### config.mk
export PLATFORM = sky130hd
export DESIGN_NAME = touch_coordinate_calibrator_unit
export DESIGN_NICKNAME = d
export VERILOG_FILES = /design/src/sv/tcc_pkg.sv /design/src/sv/tcc_cfg.sv /design/src/sv/tcc_div_stage.sv /design/src/sv/touch_coordinate_calibrator_unit.sv
export SDC_FILE = /design/constraint.sdc
export NUM_CORES = 1
export LEC_CHECK = 0
export BUFFER_PORTS_ARGS = -buffer_cell sky130_fd_sc_hd__buf_2
export CAP_MARGIN = 20
export CELL_PAD_IN_SITES_DETAIL_PLACEMENT = 1
export CELL_PAD_IN_SITES_GLOBAL_PLACEMENT = 2
export CORE_MARGIN = 8
export CORE_UTILIZATION = 45
export DETAILED_ROUTE_END_ITERATION = 12
export PLACE_DENSITY_LB_ADDON = 0.1
export SYNTH_ARGS = -nofsm -noshare
export SYNTH_HDL_FRONTEND = slang
export SYNTH_SLANG_ARGS = --single-unit
### constraint.sdc
create_clock -name clk -period 12.95 [get_ports clk]
set_input_delay 0.6475 -clock clk [delete_from_list [all_inputs] [get_ports clk]]
set_output_delay 0.6475 -clock clk [all_outputs]
set_load 0.005 [all_outputs]
### src/sv/tcc_pkg.sv
`timescale 1ns / 1ps
// Touch coordinate calibrator: shared constants, types and datapath functions.
// No dependencies; used by every other file of the block.
package tcc_pkg;

    localparam int SCREEN_WIDTH  = 240;
    localparam int SCREEN_HEIGHT = 320;

    localparam int RAW_W   = 12;
    localparam int X_W     = 8;
    localparam int Y_W     = 9;
    localparam int POINT_W = 24;
    localparam int DATA_W  = 32;

    localparam int NUM_REGS  = 5;
    localparam int ADDR_W    = $clog2(NUM_REGS * 4);
    localparam int REG_IDX_W = ADDR_W - 2;

    localparam logic [REG_IDX_W-1:0] REG_POINT0 = REG_IDX_W'(0);
    localparam logic [REG_IDX_W-1:0] REG_POINT1 = REG_IDX_W'(1);
    localparam logic [REG_IDX_W-1:0] REG_POINT2 = REG_IDX_W'(2);
    localparam logic [REG_IDX_W-1:0] REG_POINT3 = REG_IDX_W'(3);
    localparam logic [REG_IDX_W-1:0] REG_ENABLE = REG_IDX_W'(4);

    localparam logic [RAW_W-1:0] DEF_X_LO = RAW_W'(300);
    localparam logic [RAW_W-1:0] DEF_X_HI = RAW_W'(3800);
    localparam logic [RAW_W-1:0] DEF_Y_LO = RAW_W'(210);
    localparam logic [RAW_W-1:0] DEF_Y_HI = RAW_W'(3700);

    localparam int MAX_SIZE = (SCREEN_WIDTH > SCREEN_HEIGHT) ? SCREEN_WIDTH : SCREEN_HEIGHT;
    localparam int SIZE_W   = $clog2(MAX_SIZE + 1);
    localparam int QW       = $clog2(MAX_SIZE);
    localparam int DIV_STEPS  = 3;
    localparam int DIV_STAGES = (QW + DIV_STEPS - 1) / DIV_STEPS;
    localparam int QP       = DIV_STAGES * DIV_STEPS;
    localparam int N_W      = RAW_W + QP;

    localparam logic [X_W-1:0] X_MAX_CODE = X_W'(SCREEN_WIDTH - 1);
    localparam logic [Y_W-1:0] Y_MAX_CODE = Y_W'(SCREEN_HEIGHT - 1);

    typedef enum logic [1:0] {
        SEL_QUOT,
        SEL_ZERO,
        SEL_MAX
    } res_sel_t;

    typedef struct packed {
        logic [RAW_W-1:0] x_lo;
        logic [RAW_W-1:0] x_hi;
        logic [RAW_W-1:0] y_lo;
        logic [RAW_W-1:0] y_hi;
        logic             enable;
    } cal_t;

    typedef struct packed {
        res_sel_t         sel;
        logic [RAW_W-1:0] rem;
        logic [RAW_W-1:0] dvs;
        logic [QP-1:0]    low;
        logic [QP-1:0]    quo;
    } axis_t;

    typedef struct packed {
        axis_t x;
        axis_t y;
        logic  err;
    } item_t;

    // |raw-lo| * size over |hi-lo|; sign and overflow resolved up front
    function automatic axis_t axis_prep(input logic [RAW_W-1:0] raw,
                                        input logic [RAW_W-1:0] lo,
                                        input logic [RAW_W-1:0] hi,
                                        input logic [SIZE_W-1:0] size);
        logic signed [RAW_W:0] diff;
        logic signed [RAW_W:0] den;
        logic [RAW_W-1:0]      a;
        logic [RAW_W-1:0]      d;
        logic [N_W-1:0]        n;
        axis_t                 o;
        diff = $signed({1'b0, raw}) - $signed({1'b0, lo});
        den  = $signed({1'b0, hi}) - $signed({1'b0, lo});
        a    = diff[RAW_W] ? RAW_W'(-diff) : diff[RAW_W-1:0];
        d    = den[RAW_W] ? RAW_W'(-den) : den[RAW_W-1:0];
        n    = N_W'(a) * N_W'(size);
        o.rem = n[N_W-1 -: RAW_W];
        o.low = n[QP-1:0];
        o.dvs = d;
        o.quo = '0;
        if (d == '0)
            o.sel = SEL_ZERO;
        else if (diff[RAW_W] ^ den[RAW_W])
            o.sel = SEL_ZERO;
        else if (a >= d)
            o.sel = SEL_MAX;
        else
            o.sel = SEL_QUOT;
        return o;
    endfunction

    // one restoring division step
    function automatic axis_t axis_step(input axis_t s);
        logic [RAW_W:0] t;
        axis_t          o;
        o   = s;
        t   = {s.rem, s.low[QP-1]};
        o.low = {s.low[QP-2:0], 1'b0};
        if (t >= {1'b0, s.dvs})
        begin
            o.rem = RAW_W'(t - {1'b0, s.dvs});
            o.quo = {s.quo[QP-2:0], 1'b1};
        end
        else
        begin
            o.rem = t[RAW_W-1:0];
            o.quo = {s.quo[QP-2:0], 1'b0};
        end
        return o;
    endfunction

endpackage

### src/sv/tcc_cfg.sv
`timescale 1ns / 1ps
// Calibration register file with APB-style access; derives the averaged edges.
// Depends on tcc_pkg.
module tcc_cfg (
    input  logic                          clk,
    input  logic                          rst_n,
    input  logic                          psel,
    input  logic                          penable,
    input  logic                          pwrite,
    input  logic [tcc_pkg::ADDR_W-1:0]    paddr,
    input  logic [tcc_pkg::DATA_W-1:0]    pwdata,
    output logic [tcc_pkg::DATA_W-1:0]    prdata,
    output logic                          pready,
    output tcc_pkg::cal_t                 cal
);

    logic [tcc_pkg::POINT_W-1:0]   point0_reg;
    logic [tcc_pkg::POINT_W-1:0]   point1_reg;
    logic [tcc_pkg::POINT_W-1:0]   point2_reg;
    logic [tcc_pkg::POINT_W-1:0]   point3_reg;
    logic                          enable_reg;
    logic [tcc_pkg::REG_IDX_W-1:0] idx;
    logic                          wr;
    logic [tcc_pkg::RAW_W:0]       sum_x1;
    logic [tcc_pkg::RAW_W:0]       sum_x2;
    logic [tcc_pkg::RAW_W:0]       sum_y1;
    logic [tcc_pkg::RAW_W:0]       sum_y2;

    assign pready = 1'b1;
    assign idx    = paddr[tcc_pkg::ADDR_W-1:2];
    assign wr     = psel & penable & pwrite & pready;

    always_ff @(posedge clk or negedge rst_n)
    begin
        if (!rst_n)
        begin
            point0_reg <= '0;
            point1_reg <= '0;
            point2_reg <= '0;
            point3_reg <= '0;
            enable_reg <= 1'b0;
        end
        else if (wr)
        begin
            case (idx)
                tcc_pkg::REG_POINT0: point0_reg <= pwdata[tcc_pkg::POINT_W-1:0];
                tcc_pkg::REG_POINT1: point1_reg <= pwdata[tcc_pkg::POINT_W-1:0];
                tcc_pkg::REG_POINT2: point2_reg <= pwdata[tcc_pkg::POINT_W-1:0];
                tcc_pkg::REG_POINT3: point3_reg <= pwdata[tcc_pkg::POINT_W-1:0];
                tcc_pkg::REG_ENABLE: enable_reg <= pwdata[0];
                default: ;
            endcase
        end
    end

    always_comb
    begin
        case (idx)
            tcc_pkg::REG_POINT0: prdata = tcc_pkg::DATA_W'(point0_reg);
            tcc_pkg::REG_POINT1: prdata = tcc_pkg::DATA_W'(point1_reg);
            tcc_pkg::REG_POINT2: prdata = tcc_pkg::DATA_W'(point2_reg);
            tcc_pkg::REG_POINT3: prdata = tcc_pkg::DATA_W'(point3_reg);
            tcc_pkg::REG_ENABLE: prdata = tcc_pkg::DATA_W'(enable_reg);
            default:             prdata = '0;
        endcase
    end

    // x in bits 11:0, y in bits 23:12
    assign sum_x1 = {1'b0, point0_reg[11:0]}  + {1'b0, point3_reg[11:0]};
    assign sum_x2 = {1'b0, point1_reg[11:0]}  + {1'b0, point2_reg[11:0]};
    assign sum_y1 = {1'b0, point0_reg[23:12]} + {1'b0, point1_reg[23:12]};
    assign sum_y2 = {1'b0, point2_reg[23:12]} + {1'b0, point3_reg[23:12]};

    assign cal.x_lo   = sum_x1[tcc_pkg::RAW_W:1];
    assign cal.x_hi   = sum_x2[tcc_pkg::RAW_W:1];
    assign cal.y_lo   = sum_y1[tcc_pkg::RAW_W:1];
    assign cal.y_hi   = sum_y2[tcc_pkg::RAW_W:1];
    assign cal.enable = enable_reg;

endmodule

### src/sv/tcc_div_stage.sv
`timescale 1ns / 1ps
// One registered divider stage: a few restoring steps on both axes.
// Depends on tcc_pkg.
module tcc_div_stage (
    input  logic            clk,
    input  logic            rst_n,
    input  logic            in_valid,
    input  tcc_pkg::item_t  in_item,
    output logic            in_rdy,
    output logic            out_valid,
    output tcc_pkg::item_t  out_item,
    input  logic            out_rdy
);

    logic           valid_reg;
    tcc_pkg::item_t item_reg;
    tcc_pkg::item_t item_next;

    assign in_rdy = !valid_reg || out_rdy;

    always_comb
    begin
        item_next = in_item;
        for (int s = 0; s < tcc_pkg::DIV_STEPS; s++)
        begin
            item_next.x = tcc_pkg::axis_step(item_next.x);
            item_next.y = tcc_pkg::axis_step(item_next.y);
        end
    end

    always_ff @(posedge clk or negedge rst_n)
    begin
        if (!rst_n)
            valid_reg <= 1'b0;
        else if (in_rdy)
            valid_reg <= in_valid;
    end

    always_ff @(posedge clk)
    begin
        if (in_rdy && in_valid)
            item_reg <= item_next;
    end

    assign out_valid = valid_reg;
    assign out_item  = item_reg;

    // partial x remainder never reaches the divisor on items that take the quotient
    a_rem_x: assert property (@(posedge clk) disable iff (!rst_n)
        valid_reg && item_reg.x.sel == tcc_pkg::SEL_QUOT |-> item_reg.x.rem < item_reg.x.dvs)
        else $error("x remainder not below divisor");

endmodule

### src/sv/touch_coordinate_calibrator_unit.sv
`timescale 1ns / 1ps
// Top level of the touch coordinate calibrator: config, prep stage, divider, clamp.
// Depends on tcc_pkg, tcc_cfg and tcc_div_stage.
//
//  channel  | handshake                  | payload
//  ---------+----------------------------+------------------------------
//  sample   | sample_valid / sample_stall| raw_x, raw_y
//  point    | point_valid / point_stall  | screen_x, screen_y, span_error
//  config   | psel, penable, pready      | paddr, pwdata, prdata
//
// One sample per cycle while point is not stalled; the path runs through
// the prep register, the divider stages of three restoring steps and the output register.
// Reset clears valid bits and calibration registers; payload is not reset.
// A stall on point holds every full stage behind it; bubbles are squeezed out.
module touch_coordinate_calibrator_unit (
    input  logic                        clk,
    input  logic                        rst_n,
    input  logic                        psel,
    input  logic                        penable,
    input  logic                        pwrite,
    input  logic [tcc_pkg::ADDR_W-1:0]  paddr,
    input  logic [tcc_pkg::DATA_W-1:0]  pwdata,
    output logic [tcc_pkg::DATA_W-1:0]  prdata,
    output logic                        pready,
    input  logic                        sample_valid,
    output logic                        sample_stall,
    input  logic [tcc_pkg::RAW_W-1:0]   raw_x,
    input  logic [tcc_pkg::RAW_W-1:0]   raw_y,
    output logic                        point_valid,
    input  logic                        point_stall,
    output logic [tcc_pkg::X_W-1:0]     screen_x,
    output logic [tcc_pkg::Y_W-1:0]     screen_y,
    output logic                        span_error
);

    localparam int  NS    = tcc_pkg::DIV_STAGES;
    localparam bit  X_CHK = tcc_pkg::SCREEN_WIDTH  <= (2 ** tcc_pkg::X_W);
    localparam bit  Y_CHK = tcc_pkg::SCREEN_HEIGHT <= (2 ** tcc_pkg::Y_W);

    tcc_pkg::cal_t            cal;
    logic                     lvl_valid [NS+1];
    tcc_pkg::item_t           lvl_item  [NS+1];
    logic                     lvl_rdy   [NS+1];

    logic                     prep_valid_reg;
    tcc_pkg::item_t           prep_item_reg;
    tcc_pkg::item_t           prep_item_next;
    logic [tcc_pkg::RAW_W-1:0] x_lo;
    logic [tcc_pkg::RAW_W-1:0] x_hi;
    logic [tcc_pkg::RAW_W-1:0] y_lo;
    logic [tcc_pkg::RAW_W-1:0] y_hi;
    logic                     prep_rdy;

    logic                     point_valid_reg;
    logic [tcc_pkg::X_W-1:0]  screen_x_reg;
    logic [tcc_pkg::X_W-1:0]  screen_x_next;
    logic [tcc_pkg::Y_W-1:0]  screen_y_reg;
    logic [tcc_pkg::Y_W-1:0]  screen_y_next;
    logic                     span_error_reg;

    tcc_cfg u_cfg (
        .clk     (clk),
        .rst_n   (rst_n),
        .psel    (psel),
        .penable (penable),
        .pwrite  (pwrite),
        .paddr   (paddr),
        .pwdata  (pwdata),
        .prdata  (prdata),
        .pready  (pready),
        .cal     (cal)
    );

    // prep stage: edge select, offsets, scale multiply
    assign x_lo = cal.enable ? cal.x_lo : tcc_pkg::DEF_X_LO;
    assign x_hi = cal.enable ? cal.x_hi : tcc_pkg::DEF_X_HI;
    assign y_lo = cal.enable ? cal.y_lo : tcc_pkg::DEF_Y_LO;
    assign y_hi = cal.enable ? cal.y_hi : tcc_pkg::DEF_Y_HI;

    always_comb
    begin
        prep_item_next.x   = tcc_pkg::axis_prep(raw_x, x_lo, x_hi,
                                                tcc_pkg::SIZE_W'(tcc_pkg::SCREEN_WIDTH));
        prep_item_next.y   = tcc_pkg::axis_prep(raw_y, y_lo, y_hi,
                                                tcc_pkg::SIZE_W'(tcc_pkg::SCREEN_HEIGHT));
        prep_item_next.err = (x_lo == x_hi) || (y_lo == y_hi);
    end

    assign prep_rdy     = !prep_valid_reg || lvl_rdy[0];
    assign sample_stall = !prep_rdy;

    always_ff @(posedge clk or negedge rst_n)
    begin
        if (!rst_n)
            prep_valid_reg <= 1'b0;
        else if (prep_rdy)
            prep_valid_reg <= sample_valid;
    end

    always_ff @(posedge clk)
    begin
        if (prep_rdy && sample_valid)
            prep_item_reg <= prep_item_next;
    end

    assign lvl_valid[0] = prep_valid_reg;
    assign lvl_item[0]  = prep_item_reg;

    for (genvar k = 0; k < NS; k++)
    begin : g_div
        tcc_div_stage u_stage (
            .clk       (clk),
            .rst_n     (rst_n),
            .in_valid  (lvl_valid[k]),
            .in_item   (lvl_item[k]),
            .in_rdy    (lvl_rdy[k]),
            .out_valid (lvl_valid[k+1]),
            .out_item  (lvl_item[k+1]),
            .out_rdy   (lvl_rdy[k+1])
        );
    end

    // clamp and output register
    assign lvl_rdy[NS] = !point_valid_reg || !point_stall;

    always_comb
    begin
        logic [tcc_pkg::QP+tcc_pkg::X_W-1:0] qx;
        logic [tcc_pkg::QP+tcc_pkg::Y_W-1:0] qy;
        qx = {{tcc_pkg::X_W{1'b0}}, lvl_item[NS].x.quo};
        qy = {{tcc_pkg::Y_W{1'b0}}, lvl_item[NS].y.quo};
        case (lvl_item[NS].x.sel)
            tcc_pkg::SEL_QUOT: screen_x_next = qx[tcc_pkg::X_W-1:0];
            tcc_pkg::SEL_MAX:  screen_x_next = tcc_pkg::X_MAX_CODE;
            default:           screen_x_next = '0;
        endcase
        case (lvl_item[NS].y.sel)
            tcc_pkg::SEL_QUOT: screen_y_next = qy[tcc_pkg::Y_W-1:0];
            tcc_pkg::SEL_MAX:  screen_y_next = tcc_pkg::Y_MAX_CODE;
            default:           screen_y_next = '0;
        endcase
    end

    always_ff @(posedge clk or negedge rst_n)
    begin
        if (!rst_n)
            point_valid_reg <= 1'b0;
        else if (lvl_rdy[NS])
            point_valid_reg <= lvl_valid[NS];
    end

    always_ff @(posedge clk)
    begin
        if (lvl_rdy[NS] && lvl_valid[NS])
        begin
            screen_x_reg   <= screen_x_next;
            screen_y_reg   <= screen_y_next;
            span_error_reg <= lvl_item[NS].err;
        end
    end

    assign point_valid = point_valid_reg;
    assign screen_x    = screen_x_reg;
    assign screen_y    = screen_y_reg;
    assign span_error  = span_error_reg;

    a_x_range: assert property (@(posedge clk) disable iff (!rst_n)
        point_valid && X_CHK |-> int'(screen_x) < tcc_pkg::SCREEN_WIDTH)
        else $error("screen_x beyond screen width");

    a_y_range: assert property (@(posedge clk) disable iff (!rst_n)
        point_valid && Y_CHK |-> int'(screen_y) < tcc_pkg::SCREEN_HEIGHT)
        else $error("screen_y beyond screen height");

    a_err_zero: assert property (@(posedge clk) disable iff (!rst_n)
        point_valid && span_error |-> screen_x == '0 || screen_y == '0)
        else $error("span error with both coordinates non-zero");

endmodule
==> qor.yml <==
cts:
  htree_levels: 2
  numCtsBuffers: 41
  clock_latency_ps: 570
  cts_sinks: 326
  clockBufferDepth: 3
  root_buffer: "clkbuf_16"
  cts_tree: "built"
  postCtsSetupRepairBufs: 0
  path_clk_slew_ps: 60
global_route:
  grt-ovfl-total: 0
  grt_pass1_wl_mm: 131.5
  gr-usage-all-layers: 0.2158
  grt_pass1_vias: 24820
  antenna_found_initial: 6
  grt_start_max_net_pins: 83
cells_and_area:
  num-fill-cells: 7316
  fin_cells: 4010
  syn2layout_area_growth_pct: 10.12
  largest_register_ffs: 146
  utilization: 0.5015
  multiInputGateArea_sq_um: 18770
  nets: 3596
  drive_above_1_share: 0.1314
  regArea_sq_um: 9279
routing:
  drtIter0Drc: 1032
  drt_first_pass_iters: 4
  drc: 0
  routedWlPerCell_um: 20.37
  via_per_inst: 5.709
  wirelength_mm: 81.68
  num_vias: 22890
  final_antenna_net_count: 0
yosys:
  synth-seq-cells: 326
  synth_area_per_cell_sq_um: 9.745
  syn-cell-area_sq_um: 29360
  synth_edf_count: 224
  yosys_most_used_dff: "edfxtp_1"
  synthDistinctLibCells: 94
  synth-seq-area-share: 0.3160
  synth-async-reset-ratio: 0.3129
  synthCells: 3013
  yosys_warnings: 0
setup_path:
  end_kind: "flop"
  cp_max_fo: 20
  max_stage_delay_ps: 590
  crit-reg2reg-capture: "g_div[0].u_stage.out_item[40]$_DFFE_PP_"
  critPathKind: "reg -> reg"
  crit_top_cell: "o21ai_0"
  rrSetupSlack_ps: 4130
  reg2reg_depth: 31
  r2r_start: "lvl_item[287]$_DFFE_PP_"
  cp_data_required_time_ps: 13250
  start_kind: "flop"
  critPathSlowestCell: "a21oi_1"
  cp.arrival_ps: 9110
placement:
  port_buffers: 101
  dp.cells: 3929
  gp_congestion: 0.8574
  dp_hpwl_mm: 65.93
floorplanning:
  ioPinCount: 121
  die_area_sq_um: 73670
  die_w_um: 271.4
  die_h_um: 271.4
  rows: 93
  core_area_sq_um: 64460
  start_util: 0.4555
min_path:
  min_from: "sample_valid"
  min_to: "prep_valid_reg$_DFFE_PN0N_"
  min_path_type: "in -> reg"
  hold_depth: 2
sta:
  rsz0062_at_grt: "false"
  clock_skew_ps: 32.40
  tightest_slew_ps: 1011
  final_max_slew_viol_count: 0
  final.period_utilization: 0.6807
  fin_setup_tns_ps: 0
  finalSetupViolations: 0
  max_slew_margin: 0.3219
  fmax_mhz: 113.4
  fin_crit_ps: 8816
  finalHoldViolations: 0
flow_run:
  max_cap_viol_count: 0
status:
  outcome: "finished clean"
==> stage by stage <==
stage	setup slack [ps]	hold WS (ps)	instance area, sq um
final	4134	278.4	32330
after global routing	3273	266.3	32320
after CTS	4052	239.2	32280
after detailed placement	4069	406.3	30830
after global placement	4370	400.6	30830
after floorplan	5298	351.9	29390
==> timing repair <==
item / 4_1_cts / 5_1_grt
hold buffers: 1 / 0
hold endpoints to repair: 20 / 0
resized for setup: 0 / 0
==> cells by family after synthesis <==
group,count (synthesis),synth area share
AO/OA/AOI/OAI,748,0.1728
AND/OR/NAND/NOR,702,0.1182
adder cells (fa/ha/maj),408,0.1844
buffers and inverters,349,0.04705
flip-flops,326,0.3160
XOR/XNOR,263,0.07943
multiplexers,215,0.08191
other,2,0.0002558
==> routing by layer <==
| layer | vias to the layer above | track usage | share of wire |
|---|---|---|---|
| met5 | - | 0 | 0.00049 |
| met4 | 6 | 0.05746 | 0.025 |
| met3 | 126 | 0.03534 | 0.037 |
| li1 | 11160 | - | - |
| met2 | 313 | 0.3758 | 0.48 |
| met1 | 11290 | 0.2759 | 0.45 |
==> cells in the final DEF (no fill, tap or decap), types with 21 or more instances in the layout <==
cell       count
xor2_1        92
dfrtp_1      102
edfxtp_1     224
a221o_1       27
and3_1        21
o21bai_1      39
a21o_1        96
o21ai_0      133
buf_2        100
mux2i_1       37
a21oi_1      199
nor2b_1       52
ha_1         367
mux2_2       163
nand4_1       34
fa_1          41
buf_4         21
nand2_1      144
a22o_1        23
o21a_1        41
clkbuf_16     42
xnor2_1      169
nand2b_1      31
nor2_1       190
inv_1        280
nor3_1        60
and2_1        28
nand3_1       62
==> critical path, delay by kind of cell (launching register included) <==
family,cells,cell delay [ps]
AND/OR/NAND/NOR,7,2130
adder cells (fa/ha/maj),3,930
flip-flops,1,450
buffers and inverters,3,560
AO/OA/AOI/OAI,18,4430
==> cells in the mapped netlist (34+ instances only) <==
master	instances	share of area
a21oi_1	199	0.034
o21a_1	41	0.010
ha_1	367	0.16
edfxtp_1	224	0.23
nor2_1	190	0.024
clkbuf_1	42	0.0054
a21o_1	96	0.025
dfrtp_1	102	0.087
inv_1	280	0.036
o21ai_0	133	0.023
nor2b_1	53	0.011
nand3_1	62	0.011
xor2_1	92	0.027
mux2i_1	37	0.013
fa_1	41	0.028
nand2_1	144	0.018
o21bai_1	39	0.010
nor3_1	64	0.011
xnor2_1	169	0.050
nand4_1	34	0.0072
mux2_2	163	0.063
==> worst max-delay path by stage <==
| stage | start | endpoint |
|---|---|---|
| global route | lvl_item[287]$_DFFE_PP_ | g_div[0].u_stage.out_item[31]$_DFFE_PP_ |
| finish | lvl_item[287]$_DFFE_PP_ | g_div[0].u_stage.out_item[40]$_DFFE_PP_ |
| floorplan | lvl_item[329]$_DFFE_PP_ | g_div[0].u_stage.out_item[79]$_DFFE_PP_ |
| global placement | lvl_item[287]$_DFFE_PP_ | g_div[0].u_stage.out_item[40]$_DFFE_PP_ |
| detailed placement | lvl_item[287]$_DFFE_PP_ | g_div[0].u_stage.out_item[40]$_DFFE_PP_ |
| CTS | lvl_item[287]$_DFFE_PP_ | g_div[0].u_stage.out_item[40]$_DFFE_PP_ |
==> cell type report <==
cell class,count,area share
inverter,282,0.03274
tap,855,0.03309
clock buffer,48,0.03413
sequential,326,0.2870
antenna,4,0.0003096
multi-input combinational,2345,0.5805
timing repair buffer,124,0.02187
clock inverter,26,0.01033
Power is not shown: default switching activity piles up to over one toggle a cycle in this logic, so the estimate is an artifact.
